==> src/rtl/core/kpe_pkg.sv <==
// package: shared types, constants and the key table for the keypad number entry block
`default_nettype none

package kpe_pkg;

    // configuration port
    localparam int unsigned APB_ADDR_W = 3;
    localparam int unsigned APB_DATA_W = 32;
    localparam logic [APB_ADDR_W-1:0] REG_DEBOUNCE_ADDR = 3'd0;
    localparam logic [15:0] DEBOUNCE_RESET = 16'd100;

    // defaults for top level parameters
    localparam int unsigned MAX_DIGITS_DEFAULT = 4;
    localparam int unsigned MID_DEPTH_DEFAULT  = 2;
    localparam int unsigned OUT_DEPTH_DEFAULT  = 2;

    // special keys
    localparam logic [7:0] KEY_CANCEL  = 8'h63; // 'c'
    localparam logic [7:0] KEY_DELETE  = 8'h2b; // '+'
    localparam logic [7:0] KEY_CONFIRM = 8'h3d; // '='
    localparam logic [7:0] ASCII_ZERO  = 8'd48;
    localparam logic [7:0] ASCII_NINE  = 8'h39;

    localparam logic [3:0] COLS_RELEASED = 4'hf;

    // keypad layout, index is {row, col}
    localparam logic [7:0] KEY_TABLE [0:15] = '{
        8'h37, 8'h38, 8'h39, 8'h2f,   // 7 8 9 /
        8'h34, 8'h35, 8'h36, 8'h2a,   // 4 5 6 *
        8'h31, 8'h32, 8'h33, 8'h2d,   // 1 2 3 -
        8'h63, 8'h30, 8'h3d, 8'h2b    // c 0 = +
    };

    typedef enum logic [1:0] {
        PH_IDLE,
        PH_SCAN,
        PH_RELEASE,
        PH_DEBOUNCE
    } phase_t;

    typedef enum logic [2:0] {
        KIND_OTHER,
        KIND_DIGIT,
        KIND_DELETE,
        KIND_CONFIRM,
        KIND_CANCEL
    } key_kind_t;

    typedef enum logic [2:0] {
        ACT_NONE,
        ACT_APPEND,
        ACT_REMOVE,
        ACT_CONFIRM,
        ACT_CANCEL,
        ACT_IGNORED
    } action_t;

    // word from scanner to entry stage
    typedef struct packed {
        logic [3:0] rows;
        logic       fire;
        logic [7:0] key;
        key_kind_t  kind;
        logic [3:0] digit;
    } kpe_cmd_t;

    // result word
    typedef struct packed {
        logic [3:0]  row_drive;
        logic        key_valid;
        logic [7:0]  key_code;
        action_t     action;
        logic [13:0] entry_value;
        logic [2:0]  digit_count;
    } kpe_res_t;

    function automatic key_kind_t classify_key(input logic [7:0] key);
        key_kind_t kind;
        if (key == KEY_CANCEL)
            kind = KIND_CANCEL;
        else if (key >= ASCII_ZERO && key <= ASCII_NINE)
            kind = KIND_DIGIT;
        else if (key == KEY_DELETE)
            kind = KIND_DELETE;
        else if (key == KEY_CONFIRM)
            kind = KIND_CONFIRM;
        else
            kind = KIND_OTHER;
        return kind;
    endfunction

endpackage

`default_nettype wire

==> src/rtl/core/kpe_fifo.sv <==
// small flop-based queue, depth a power of two
`default_nettype none

module kpe_fifo #(
    parameter int unsigned WIDTH = 8,
    parameter int unsigned DEPTH = 2
) (
    input  wire logic             clk,
    input  wire logic             rst_n,
    input  wire logic             push,
    input  wire logic [WIDTH-1:0] wdata,
    output logic                  full,
    input  wire logic             pop,
    output logic [WIDTH-1:0]      rdata,
    output logic                  empty
);

    localparam int unsigned AW = $clog2(DEPTH);
    localparam int unsigned CW = $clog2(DEPTH + 1);

    logic [WIDTH-1:0] mem_reg [DEPTH];
    logic [AW-1:0]    wr_ptr_reg, wr_ptr_next;
    logic [AW-1:0]    rd_ptr_reg, rd_ptr_next;
    logic [CW-1:0]    count_reg, count_next;
    logic             do_push, do_pop;

    assign full    = (count_reg == CW'(DEPTH));
    assign empty   = (count_reg == '0);
    assign do_push = push && !full;
    assign do_pop  = pop && !empty;
    assign rdata   = mem_reg[rd_ptr_reg];

    always_comb
    begin
        wr_ptr_next = do_push ? AW'(wr_ptr_reg + 1'b1) : wr_ptr_reg;
        rd_ptr_next = do_pop ? AW'(rd_ptr_reg + 1'b1) : rd_ptr_reg;
        count_next  = count_reg;
        if (do_push && !do_pop)
            count_next = CW'(count_reg + 1'b1);
        else if (do_pop && !do_push)
            count_next = CW'(count_reg - 1'b1);
    end

    always_ff @(posedge clk or negedge rst_n)
    begin
        if (!rst_n)
        begin
            wr_ptr_reg <= '0;
            rd_ptr_reg <= '0;
            count_reg  <= '0;
        end
        else
        begin
            wr_ptr_reg <= wr_ptr_next;
            rd_ptr_reg <= rd_ptr_next;
            count_reg  <= count_next;
        end
    end

    always_ff @(posedge clk)
    begin
        if (do_push)
            mem_reg[wr_ptr_reg] <= wdata;
    end

endmodule

`default_nettype wire

==> src/rtl/core/kpe_scan.sv <==
// front stage: row scan, release wait and debounce, classifies the captured key
`default_nettype none

module kpe_scan
    import kpe_pkg::*;
(
    input  wire logic        clk,
    input  wire logic        rst_n,
    input  wire logic        take,
    input  wire logic [3:0]  col_lines,
    input  wire logic [15:0] debounce_ticks,
    output kpe_cmd_t         cmd
);

    phase_t      phase_reg, phase_next;
    logic [1:0]  scan_row_reg, scan_row_next;
    logic [7:0]  pending_key_reg, pending_key_next;
    logic [15:0] debounce_count_reg, debounce_count_next;
    logic [15:0] count_dec;
    logic [1:0]  low_col;
    logic [1:0]  row_inc;
    logic [3:0]  rows;
    logic        fire;

    // lowest low column, column 3 when the first three are high
    always_comb
    begin
        if (!col_lines[0])
            low_col = 2'd0;
        else if (!col_lines[1])
            low_col = 2'd1;
        else if (!col_lines[2])
            low_col = 2'd2;
        else
            low_col = 2'd3;
    end

    assign row_inc   = 2'(scan_row_reg + 1'b1);
    assign count_dec = (debounce_count_reg != '0) ? 16'(debounce_count_reg - 1'b1) : '0;

    always_comb
    begin
        phase_next          = phase_reg;
        scan_row_next       = scan_row_reg;
        pending_key_next    = pending_key_reg;
        debounce_count_next = debounce_count_reg;
        rows                = '0;
        fire                = 1'b0;

        unique case (phase_reg)
            PH_IDLE:
            begin
                if (col_lines != COLS_RELEASED)
                begin
                    phase_next    = PH_SCAN;
                    scan_row_next = '0;
                    rows          = 4'he;
                end
            end
            PH_SCAN:
            begin
                if (col_lines != COLS_RELEASED)
                begin
                    pending_key_next = KEY_TABLE[{scan_row_reg, low_col}];
                    phase_next       = PH_RELEASE;
                end
                else if (scan_row_reg == 2'd3)
                begin
                    phase_next    = PH_IDLE;
                    scan_row_next = '0;
                end
                else
                begin
                    scan_row_next = row_inc;
                    rows          = 4'(~(4'b0001 << row_inc));
                end
            end
            PH_RELEASE:
            begin
                if (col_lines == COLS_RELEASED)
                begin
                    debounce_count_next = debounce_ticks;
                    if (debounce_ticks == '0)
                        fire = 1'b1;
                    else
                        phase_next = PH_DEBOUNCE;
                end
            end
            PH_DEBOUNCE:
            begin
                debounce_count_next = count_dec;
                if (count_dec == '0)
                    fire = 1'b1;
            end
            default:
            begin
                phase_next = PH_IDLE;
            end
        endcase

        if (fire)
        begin
            phase_next    = PH_IDLE;
            scan_row_next = '0;
        end
    end

    always_comb
    begin
        cmd.rows  = rows;
        cmd.fire  = fire;
        cmd.key   = pending_key_next;
        cmd.kind  = classify_key(pending_key_next);
        cmd.digit = 4'(pending_key_next - ASCII_ZERO);
    end

    always_ff @(posedge clk or negedge rst_n)
    begin
        if (!rst_n)
        begin
            phase_reg          <= PH_IDLE;
            scan_row_reg       <= '0;
            pending_key_reg    <= '0;
            debounce_count_reg <= '0;
        end
        else if (take)
        begin
            phase_reg          <= phase_next;
            scan_row_reg       <= scan_row_next;
            pending_key_reg    <= pending_key_next;
            debounce_count_reg <= debounce_count_next;
        end
    end

endmodule

`default_nettype wire

==> src/rtl/core/kpe_entry.sv <==
// back stage: applies debounced keys to the number entry and builds result words
`default_nettype none

module kpe_entry
    import kpe_pkg::*;
#(
    parameter int unsigned MAX_DIGITS = MAX_DIGITS_DEFAULT
) (
    input  wire logic     clk,
    input  wire logic     rst_n,
    input  wire kpe_cmd_t cmd,
    input  wire logic     cmd_empty,
    output logic          cmd_pop,
    input  wire logic     res_full,
    output logic          res_push,
    output kpe_res_t      res
);

    logic [13:0] entered_value_reg, entered_value_next;
    logic [2:0]  entered_digits_reg, entered_digits_next;
    logic        go;
    logic [17:0] times_ten;
    logic [29:0] recip_prod;
    logic [13:0] appended;
    logic [13:0] removed;
    logic [13:0] shown;
    action_t     act;

    assign go       = !cmd_empty && !res_full;
    assign cmd_pop  = go;
    assign res_push = go;

    // v*10 + d, kept to 14 bits
    assign times_ten  = {1'b0, entered_value_reg, 3'b000} + {3'b000, entered_value_reg, 1'b0}
                        + {14'd0, cmd.digit};
    assign appended   = times_ten[13:0];
    // v/10 via reciprocal, exact for every 14-bit v
    assign recip_prod = entered_value_reg * 16'd52429;
    assign removed    = {3'b000, recip_prod[29:19]};

    always_comb
    begin
        entered_value_next  = entered_value_reg;
        entered_digits_next = entered_digits_reg;
        shown               = entered_value_reg;
        act                 = ACT_NONE;

        if (cmd.fire)
        begin
            unique case (cmd.kind)
                KIND_CANCEL:
                begin
                    entered_value_next  = '0;
                    entered_digits_next = '0;
                    shown               = '0;
                    act                 = ACT_CANCEL;
                end
                KIND_DIGIT:
                begin
                    if (entered_digits_reg < 3'(MAX_DIGITS))
                    begin
                        entered_value_next  = appended;
                        entered_digits_next = 3'(entered_digits_reg + 1'b1);
                        shown               = appended;
                        act                 = ACT_APPEND;
                    end
                    else
                        act = ACT_IGNORED;
                end
                KIND_DELETE:
                begin
                    if (entered_digits_reg != '0)
                    begin
                        entered_value_next  = removed;
                        entered_digits_next = 3'(entered_digits_reg - 1'b1);
                        shown               = removed;
                        act                 = ACT_REMOVE;
                    end
                    else
                        act = ACT_IGNORED;
                end
                KIND_CONFIRM:
                begin
                    entered_value_next  = '0;
                    entered_digits_next = '0;
                    act                 = ACT_CONFIRM;
                end
                default:
                begin
                    act = ACT_IGNORED;
                end
            endcase
        end
    end

    always_comb
    begin
        res.row_drive   = cmd.rows;
        res.key_valid   = cmd.fire;
        res.key_code    = cmd.fire ? cmd.key : '0;
        res.action      = act;
        res.entry_value = shown;
        res.digit_count = entered_digits_next;
    end

    always_ff @(posedge clk or negedge rst_n)
    begin
        if (!rst_n)
        begin
            entered_value_reg  <= '0;
            entered_digits_reg <= '0;
        end
        else if (go)
        begin
            entered_value_reg  <= entered_value_next;
            entered_digits_reg <= entered_digits_next;
        end
    end

endmodule

`default_nettype wire

==> src/rtl/core/keypad_scan_number_entry.sv <==
// top level: 4x4 keypad scanner with decimal number entry
//
// each input word is one tick of sampled column lines (active low); each accepted word
// yields exactly one result word carrying the row levels for the next tick, the key that
// took effect (if any), the entry action, the running value and the digit count. the
// block sustains one word per clock while full is low: the scanner stage decides the row
// pattern and debounce in the cycle the word is pushed, and writes a command word into a
// queue (two entries by default); the entry stage pulls from that queue and writes the
// result into a second queue (two entries by default) whose head drives the result ports.
// a result is registered in the command queue and then in the result queue before it is
// visible on the result ports. full rises only after the result queue has filled up,
// which happens only when results are not being popped. debounce_ticks is set through
// the apb port at byte address 0 (reset 100) and should only be written while the block
// has no words in flight.
`default_nettype none

module keypad_scan_number_entry
    import kpe_pkg::*;
#(
    parameter int unsigned MAX_DIGITS = MAX_DIGITS_DEFAULT,
    parameter int unsigned MID_DEPTH  = MID_DEPTH_DEFAULT,
    parameter int unsigned OUT_DEPTH  = OUT_DEPTH_DEFAULT
) (
    input  wire logic                  clk,
    input  wire logic                  rst_n,

    // configuration
    input  wire logic                  psel,
    input  wire logic                  penable,
    input  wire logic                  pwrite,
    input  wire logic [APB_ADDR_W-1:0] paddr,
    input  wire logic [APB_DATA_W-1:0] pwdata,
    output logic [APB_DATA_W-1:0]      prdata,
    output logic                       pready,

    // input words
    input  wire logic                  push,
    output logic                       full,
    input  wire logic [3:0]            col_lines,

    // result words
    output logic                       empty,
    input  wire logic                  pop,
    output logic [3:0]                 row_drive,
    output logic                       key_valid,
    output logic [7:0]                 key_code,
    output logic [2:0]                 action,
    output logic [13:0]                entry_value,
    output logic [2:0]                 digit_count
);

    logic [15:0] debounce_ticks_reg;
    logic        cfg_write;
    logic        take;
    logic        mid_full, mid_empty, mid_pop;
    logic        out_full, res_push;
    kpe_cmd_t    scan_cmd, mid_cmd;
    kpe_res_t    res_in, res_head;

    // register file: single debounce register
    assign pready    = 1'b1;
    assign cfg_write = psel && penable && pwrite && (paddr == REG_DEBOUNCE_ADDR);
    assign prdata    = (paddr == REG_DEBOUNCE_ADDR) ? {16'd0, debounce_ticks_reg} : '0;

    always_ff @(posedge clk or negedge rst_n)
    begin
        if (!rst_n)
            debounce_ticks_reg <= DEBOUNCE_RESET;
        else if (cfg_write)
            debounce_ticks_reg <= pwdata[15:0];
    end

    // scanner takes a word whenever the middle queue has room
    assign full = mid_full;
    assign take = push && !mid_full;

    kpe_scan u_scan (
        .clk            (clk),
        .rst_n          (rst_n),
        .take           (take),
        .col_lines      (col_lines),
        .debounce_ticks (debounce_ticks_reg),
        .cmd            (scan_cmd)
    );

    kpe_fifo #(
        .WIDTH ($bits(kpe_cmd_t)),
        .DEPTH (MID_DEPTH)
    ) u_mid_fifo (
        .clk   (clk),
        .rst_n (rst_n),
        .push  (take),
        .wdata (scan_cmd),
        .full  (mid_full),
        .pop   (mid_pop),
        .rdata (mid_cmd),
        .empty (mid_empty)
    );

    kpe_entry #(
        .MAX_DIGITS (MAX_DIGITS)
    ) u_entry (
        .clk       (clk),
        .rst_n     (rst_n),
        .cmd       (mid_cmd),
        .cmd_empty (mid_empty),
        .cmd_pop   (mid_pop),
        .res_full  (out_full),
        .res_push  (res_push),
        .res       (res_in)
    );

    // result queue, head drives the ports
    kpe_fifo #(
        .WIDTH ($bits(kpe_res_t)),
        .DEPTH (OUT_DEPTH)
    ) u_out_fifo (
        .clk   (clk),
        .rst_n (rst_n),
        .push  (res_push),
        .wdata (res_in),
        .full  (out_full),
        .pop   (pop),
        .rdata (res_head),
        .empty (empty)
    );

    assign row_drive   = res_head.row_drive;
    assign key_valid   = res_head.key_valid;
    assign key_code    = res_head.key_code;
    assign action      = res_head.action;
    assign entry_value = res_head.entry_value;
    assign digit_count = res_head.digit_count;

endmodule

`default_nettype wire
==> config.mk <==
export PLATFORM = sky130hd
export DESIGN_NAME = keypad_scan_number_entry
export DESIGN_NICKNAME = d
export VERILOG_FILES = /design/src/rtl/core/kpe_pkg.sv /design/src/rtl/core/kpe_fifo.sv /design/src/rtl/core/kpe_scan.sv /design/src/rtl/core/kpe_entry.sv /design/src/rtl/core/keypad_scan_number_entry.sv
export SDC_FILE = /design/constraint.sdc
export NUM_CORES = 1
export LEC_CHECK = 0
export ABC_AREA = 1
export BUFFER_PORTS_ARGS = -buffer_cell sky130_fd_sc_hd__buf_2
export CORE_ASPECT_RATIO = 1.4
export CORE_MARGIN = 2
export CORE_UTILIZATION = 46
export DETAILED_ROUTE_END_ITERATION = 8
export SKIP_CTS_REPAIR_TIMING = 1
export SLEW_MARGIN = 30
export SYNTH_ARGS = -nofsm -noshare
export SYNTH_HDL_FRONTEND = slang
export SYNTH_SLANG_ARGS = --single-unit
==> constraint.sdc <==
create_clock -name clk -period 10.99 [get_ports clk]
set_input_delay 2.7475 -clock clk [delete_from_list [all_inputs] [get_ports clk]]
set_output_delay 2.7475 -clock clk [all_outputs]
set_load 0.03 [all_outputs]
==> results of run 1 <==
==> worst reg2reg max path, cell delays in order (launching register included) <==
cell and delay [ns]:
dfrtp_1 0.58, inv_1 0.21, ha_1 0.39, fa_1 0.55
inv_1 0.07, fa_1 0.52, inv_1 0.06, fa_1 0.51
inv_1 0.06, fa_1 0.45, fa_1 0.45, ha_1 0.35
nand2_1 0.07, nand2_1 0.06, a31oi_1 0.14, o21ai_0 0.09
a21oi_1 0.33, o21ai_0 0.19, nand2_1 0.10, nand2_1 0.04
o21ai_0 0.24, a21oi_1 0.14
==> path summary, 6_finish.rpt <==
path	startpoint	endpoint	slack (ns)	depth (start not counted)
max in group asynchronous	rst_n	u_entry.entered_digits_reg[1]	8.08	3
hold reg to reg	u_scan.pending_key_reg[5]	u_scan.pending_key_reg[5]	0.48	1
min in group asynchronous	rst_n	u_scan.pending_key_reg[2]	2.32	2
hold / removal	u_scan.pending_key_reg[5]	u_scan.pending_key_reg[5]	0.48	1
setup / recovery	paddr[1]	prdata[13]	4.42	4
setup reg to reg	u_entry.entered_value_reg[6]	u_out_fifo.mem_reg[0][7]	5.11	21
==> kinds of logic after synthesis <==
group,share of synthesized area
muxes,0.000758
xor gates and xnor gates,0.0146
AOI/OAI and AO/OA,0.0970
other,0.000569
adders and majority gates,0.216
and+or+nand+nor,0.223
buffers and inverters,0.0944
DFF,0.354
==> cell type report <==
cell class | count | area share
tap | 375 | 0.0321
multi-input combinational | 1152 | 0.504
inverter | 252 | 0.0651
clock inverter | 14 | 0.0109
clock buffer | 18 | 0.0301
timing repair buffer | 91 | 0.0372
sequential | 167 | 0.320
==> placed cells by master (no fill, tap or decap), types with 4 or more instances in the layout <==
cell,n
o21ai_1,10
a22oi_1,4
nand3_2,5
nor2_2,5
nand3b_1,6
nor4_1,4
a21oi_1,52
nor2_4,6
ha_1,140
xor2_1,15
a31oi_1,4
inv_2,9
nand2_1,402
nand3_1,66
dfrtp_1,66
a21o_1,4
nor3_1,12
nand2_2,4
buf_4,8
o211ai_1,11
fa_1,55
or2_2,8
inv_6,5
nor2_1,152
conb_1,17
nand4_1,13
clkbuf_16,17
o22ai_1,9
clkinv_1,5
o21ai_0,95
inv_1,238
xnor2_1,7
edfxtp_1,98
buf_2,80
o21bai_1,8
==> per-layer routing <==
| layer | GRT usage | wire length, µm |
|---|---|---|
| met5 | 0 | 0 |
| met4 | 0.0934 | 1150 |
| met3 | 0.0308 | 929 |
| met2 | 0.431 | 17700 |
| met1 | 0.235 | 12500 |
==> through the flow <==
step / util / hold WS [ns] / instance area (µm²) / instances / setup slack, ns
3_3_place_gp: 0.491 / 0.457 / 13900 / 2034 / 4.43
4_1_cts: 0.516 / 0.482 / 14600 / 2069 / 4.42
5_1_grt: 0.516 / 0.504 / 14600 / 2069 / 4.29
3_5_place_dp: 0.495 / 0.467 / 14000 / 2037 / 4.42
6_report: 0.516 / 0.478 / 14600 / 2069 / 4.42
2_1_floorplan: - / 0.440 / 13300 / 1623 / 4.35
==> out/summary.txt, run 1 <==
Status -> finished clean
Number of synthesized flops with an enable pin -> 98
Die span in x -> 147 µm
Most frequent cells after synthesis -> nand2_1, inv_1, nor2_1
Register area -> 0.00467 mm²
CP max stage delay -> 0.59 ns
Share of the synthesized area in the top cell type -> 0.223
Setup Skew -> 0.00958 ns
Worst-margin pin slew -> 0.730 ns
Largest cells by area after synthesis -> edfxtp_1, ha_1, dfrtp_1
CP Cell Sequence -> buf_2, or3_1, nor2_1, buf_2
CTS tree -> yes
Startpoint class of the critical path -> input port
Final count of hold timing violations -> 0
Total global routing overflow -> 0
Post-synth top area cell -> edfxtp_1
Die ar. -> 0.0301 mm²
Vias -> 10.5k
Seq cells post-synth -> 167
CP Data Arrival Time -> 3.82 ns
Yosys warns -> 0
Worst skew pair latency -> 0.43 ns
I/O Pins -> 114
Clk sink count -> 167
Die Y -> 204 µm
Count of final setup violators -> 0
Most frequent CP cell -> buf_2
Fraction of registers with async set/reset -> 0.413
Count of cell types in the netlist -> 61
CTS Buffer Depth -> 2
DP HPWL -> 26.0 mm
Top delay family on crit path -> simple AND/OR/NAND/NOR gates
Critical path type -> input port to primary output
Antenna Cells -> 0
DR DRC count -> 0
Ys flop type -> edfxtp_1
Fillers -> 2721
Aggregate routed wire length -> 32.2 mm
Drt via density -> 5.08
Most common cell in the synthesized netlist -> nand2_1
Post-route ant nets -> 0
Layout cells sized above 1 -> 0.106
First-pass GRT wire length -> 52.5 mm
Clock root buffer -> clkbuf_16
Min-delay worst type -> flip-flop to flip-flop
Final Cycle Share -> 0.598
Fmax -> 152 MHz
CP endpoint kind -> primary output
Largest net degree at the start of global routing -> 41
Tmin final -> 6.57 ns
Clock-pin slew on the worst setup and hold paths -> 0.07 ns
Routed WL per cell -> 15.6 µm
Drt pass-1 iters -> 7
Net count, final -> 1922
# port buffers -> 80
CP required -> 8.24 ns
Final GP Congestion -> 0.936
Avg Inst Size Synth -> 8.21 µm²
Worst Path Max Fanout -> 17
Final max-slew violation count -> 0
Area growth, synth to finish -> 10.6%
Seq/Total Area, Yosys -> 0.354
Post-Syn Area -> 0.0132 mm²
Vias in the first global route -> 10.6k
Slew margin rel. -> 0.512
Max Cap Viol -> 0
Final setup TNS -> 0 ns
RSZ-0062 raised after global routing -> false
GRT Total Usage -> 0.221
Worst-path cell with the longest stage delay -> or3_1
Antenna violations before repair -> 0
H-tree levels -> 4
Cell Rows -> 73
Initial Utilization -> 0.466
Area of the multi-input gates -> 0.00737 mm²
Max reg flops -> 66
Core area -> 0.0283 mm²
Initial DRC count -> 550
Post-Synthesis Cells -> 1608
WP buf/inv -> 2
Clock buffer count from CTS -> 17
Power of run 1 is not shown: default switching activity piles up to over one toggle a cycle in this logic, so the estimate is an artifact.
==> run 2, diff against run 1 <==
--- a/config.mk
+++ b/config.mk
@@ -11,6 +11,7 @@
 export CORE_MARGIN = 2
 export CORE_UTILIZATION = 46
 export DETAILED_ROUTE_END_ITERATION = 8
+export PLACE_DENSITY = 0.67
 export SKIP_CTS_REPAIR_TIMING = 1
 export SLEW_MARGIN = 30
 export SYNTH_ARGS = -nofsm -noshare
==> constraint.sdc (replaced) <==
create_clock -name clk -period 5.5 [get_ports clk]
set_input_delay 1.375 -clock clk [delete_from_list [all_inputs] [get_ports clk]]
set_output_delay 1.375 -clock clk [all_outputs]
set_load 0.03 [all_outputs]
==> run 2 against run 1 <==
Clock-buffer cell count shrank 1. Critical path depth up 16. Die area unchanged. Critical endpoint is now u_out_fifo.mem_reg[0][3]. Largest cell class unchanged.
==> out/summary.txt, run 2 (same netlist as run 1, synthesis figures left out) <==
Met1 wire length -> 12.1 mm
Vias -> 10.7k
R2r setup slk -> 0.22 ns
Die span in x -> 147 µm
Post-Place Cells -> 2059
First-pass GRT wire length -> 52.0 mm
Detail Route met2 WL -> 17.5 mm
Final GP Congestion -> 0.971
Clock buffer count from CTS -> 17
Core area -> 0.0283 mm²
Status -> finished clean
Clock-pin slew on the worst setup and hold paths -> 0.07 ns
DR DRC count -> 0
Final cell count without fillers -> 2095
Routed WL per cell -> 15.3 µm
Drt via density -> 5.13
Final Cycle Share -> 0.961
Critical path type -> flip-flop to flip-flop
Commonest non-fill, non-tap cell in the layout -> nand2_1
Net count, final -> 1948
Area growth, synth to finish -> 13.4%
CTS Buffer Depth -> 2
Most frequent cells in the layout -> nand2_1, inv_1, nor2_1
Final Util -> 0.529
Antenna Cells -> 0
Initial Utilization -> 0.466
Vias in the first global route -> 10.7k
CP required -> 5.69 ns
Total global routing overflow -> 0
Metal3 WL -> 1.10 mm
Worst-margin pin slew -> 0.762 ns
Startpoint class of the critical path -> flip-flop
CP Data Arrival Time -> 5.47 ns
Largest net degree at the start of global routing -> 38
Cell Rows -> 73
Clk sink count -> 167
Fillers -> 2659
Antenna violations before repair -> 0
Final max-slew violation count -> 0
Top Layer Used -> met4
H-tree levels -> 4
Initial DRC count -> 555
Final count of hold timing violations -> 0
DP HPWL -> 25.3 mm
Fmax -> 189 MHz
Die ar. -> 0.0301 mm²
Worst Path Max Fanout -> 4
Aggregate routed wire length -> 32.0 mm
Max Cap Viol -> 0
Drt pass-1 iters -> 5
Layout cells sized above 1 -> 0.137
# port buffers -> 80
Clock root buffer -> clkbuf_16
Max reg flops -> 66
CTS tree -> yes
GRT Total Usage -> 0.219
CP endpoint kind -> flip-flop
I/O Pins -> 114
Min-delay worst type -> flip-flop to flip-flop
Tmin final -> 5.28 ns
Post-route ant nets -> 0
Setup Skew -> 0.00561 ns
Slew margin rel. -> 0.490
Die Y -> 204 µm
RSZ-0062 raised after global routing -> true
Worst skew pair latency -> 0.44 ns
Count of final setup violators -> 0
-- run 2: cell count changes in the layout (fill, tap and decap cells not counted), sizes merged --
cell,change
buf,+26
clkinv,-3
inv,+2
bufinv,+1
clkbuf,-1
clkinvlp,+1
-- run 2: path summary, 6_finish.rpt --
kind                                                 end                          start  cells after the start
setup / recovery                u_out_fifo.mem_reg[0][3]  u_entry.entered_value_reg[12]                     20
hold / removal                 u_scan.pending_key_reg[5]      u_scan.pending_key_reg[5]                      1
setup reg to reg                u_out_fifo.mem_reg[0][3]  u_entry.entered_value_reg[12]                     20
hold reg to reg                u_scan.pending_key_reg[5]      u_scan.pending_key_reg[5]                      1
max in group asynchronous  u_entry.entered_value_reg[13]                          rst_n                      2
min in group asynchronous   u_scan.debounce_count_reg[3]                          rst_n                      1
-- run 2: worst max-delay path, cell delays in order, from the launching register on --
cell and delay, ns:
dfrtp_1 0.39, buf_4 0.15, ha_1 0.30, inv_1 0.06, fa_1 0.54, fa_2 0.45, fa_1 0.51, inv_1 0.05
fa_1 0.53, fa_1 0.48, ha_4 0.27, nand2_1 0.05, nand2_1 0.06, a31oi_1 0.17, o21ai_1 0.09, a21oi_1 0.15
buf_4 0.19, xor2_4 0.20, o22ai_2 0.11, o21ai_2 0.21, inv_1 0.08
-- run 2: routing by layer --
metal | global-route usage | up-vias
met1 | 0.228 | 5061
met4 | 0.101 | 0
met3 | 0.0290 | 78
li1 | - | 5375
met2 | 0.429 | 230
met5 | 0 | -
-- run 2: metrics by stage --
step	cell area [µm²]	TNS (ns)	hold WS, ns	setup slack, ns
after global placement	14100	0	0.453	0.0988
after global routing	15000	-0.169	0.497	-0.0346
after floorplan	13300	0	0.440	0.436
final	15000	0	0.483	0.216
after CTS	14800	-0.00698	0.482	-0.00351
after detailed placement	14100	0	0.466	0.0298
-- run 2: layout make-up --
cell class                 count  area (µm²)  share of cell area
inverter                     252         952              0.0636
tap                          375         469              0.0313
timing repair buffer         117         722              0.0482
clock buffer                  17         425              0.0284
clock inverter                15         204              0.0136
multi-input combinational   1152        7520               0.503
sequential                   167        4670               0.312
Power of run 2 is left out for the same reason.
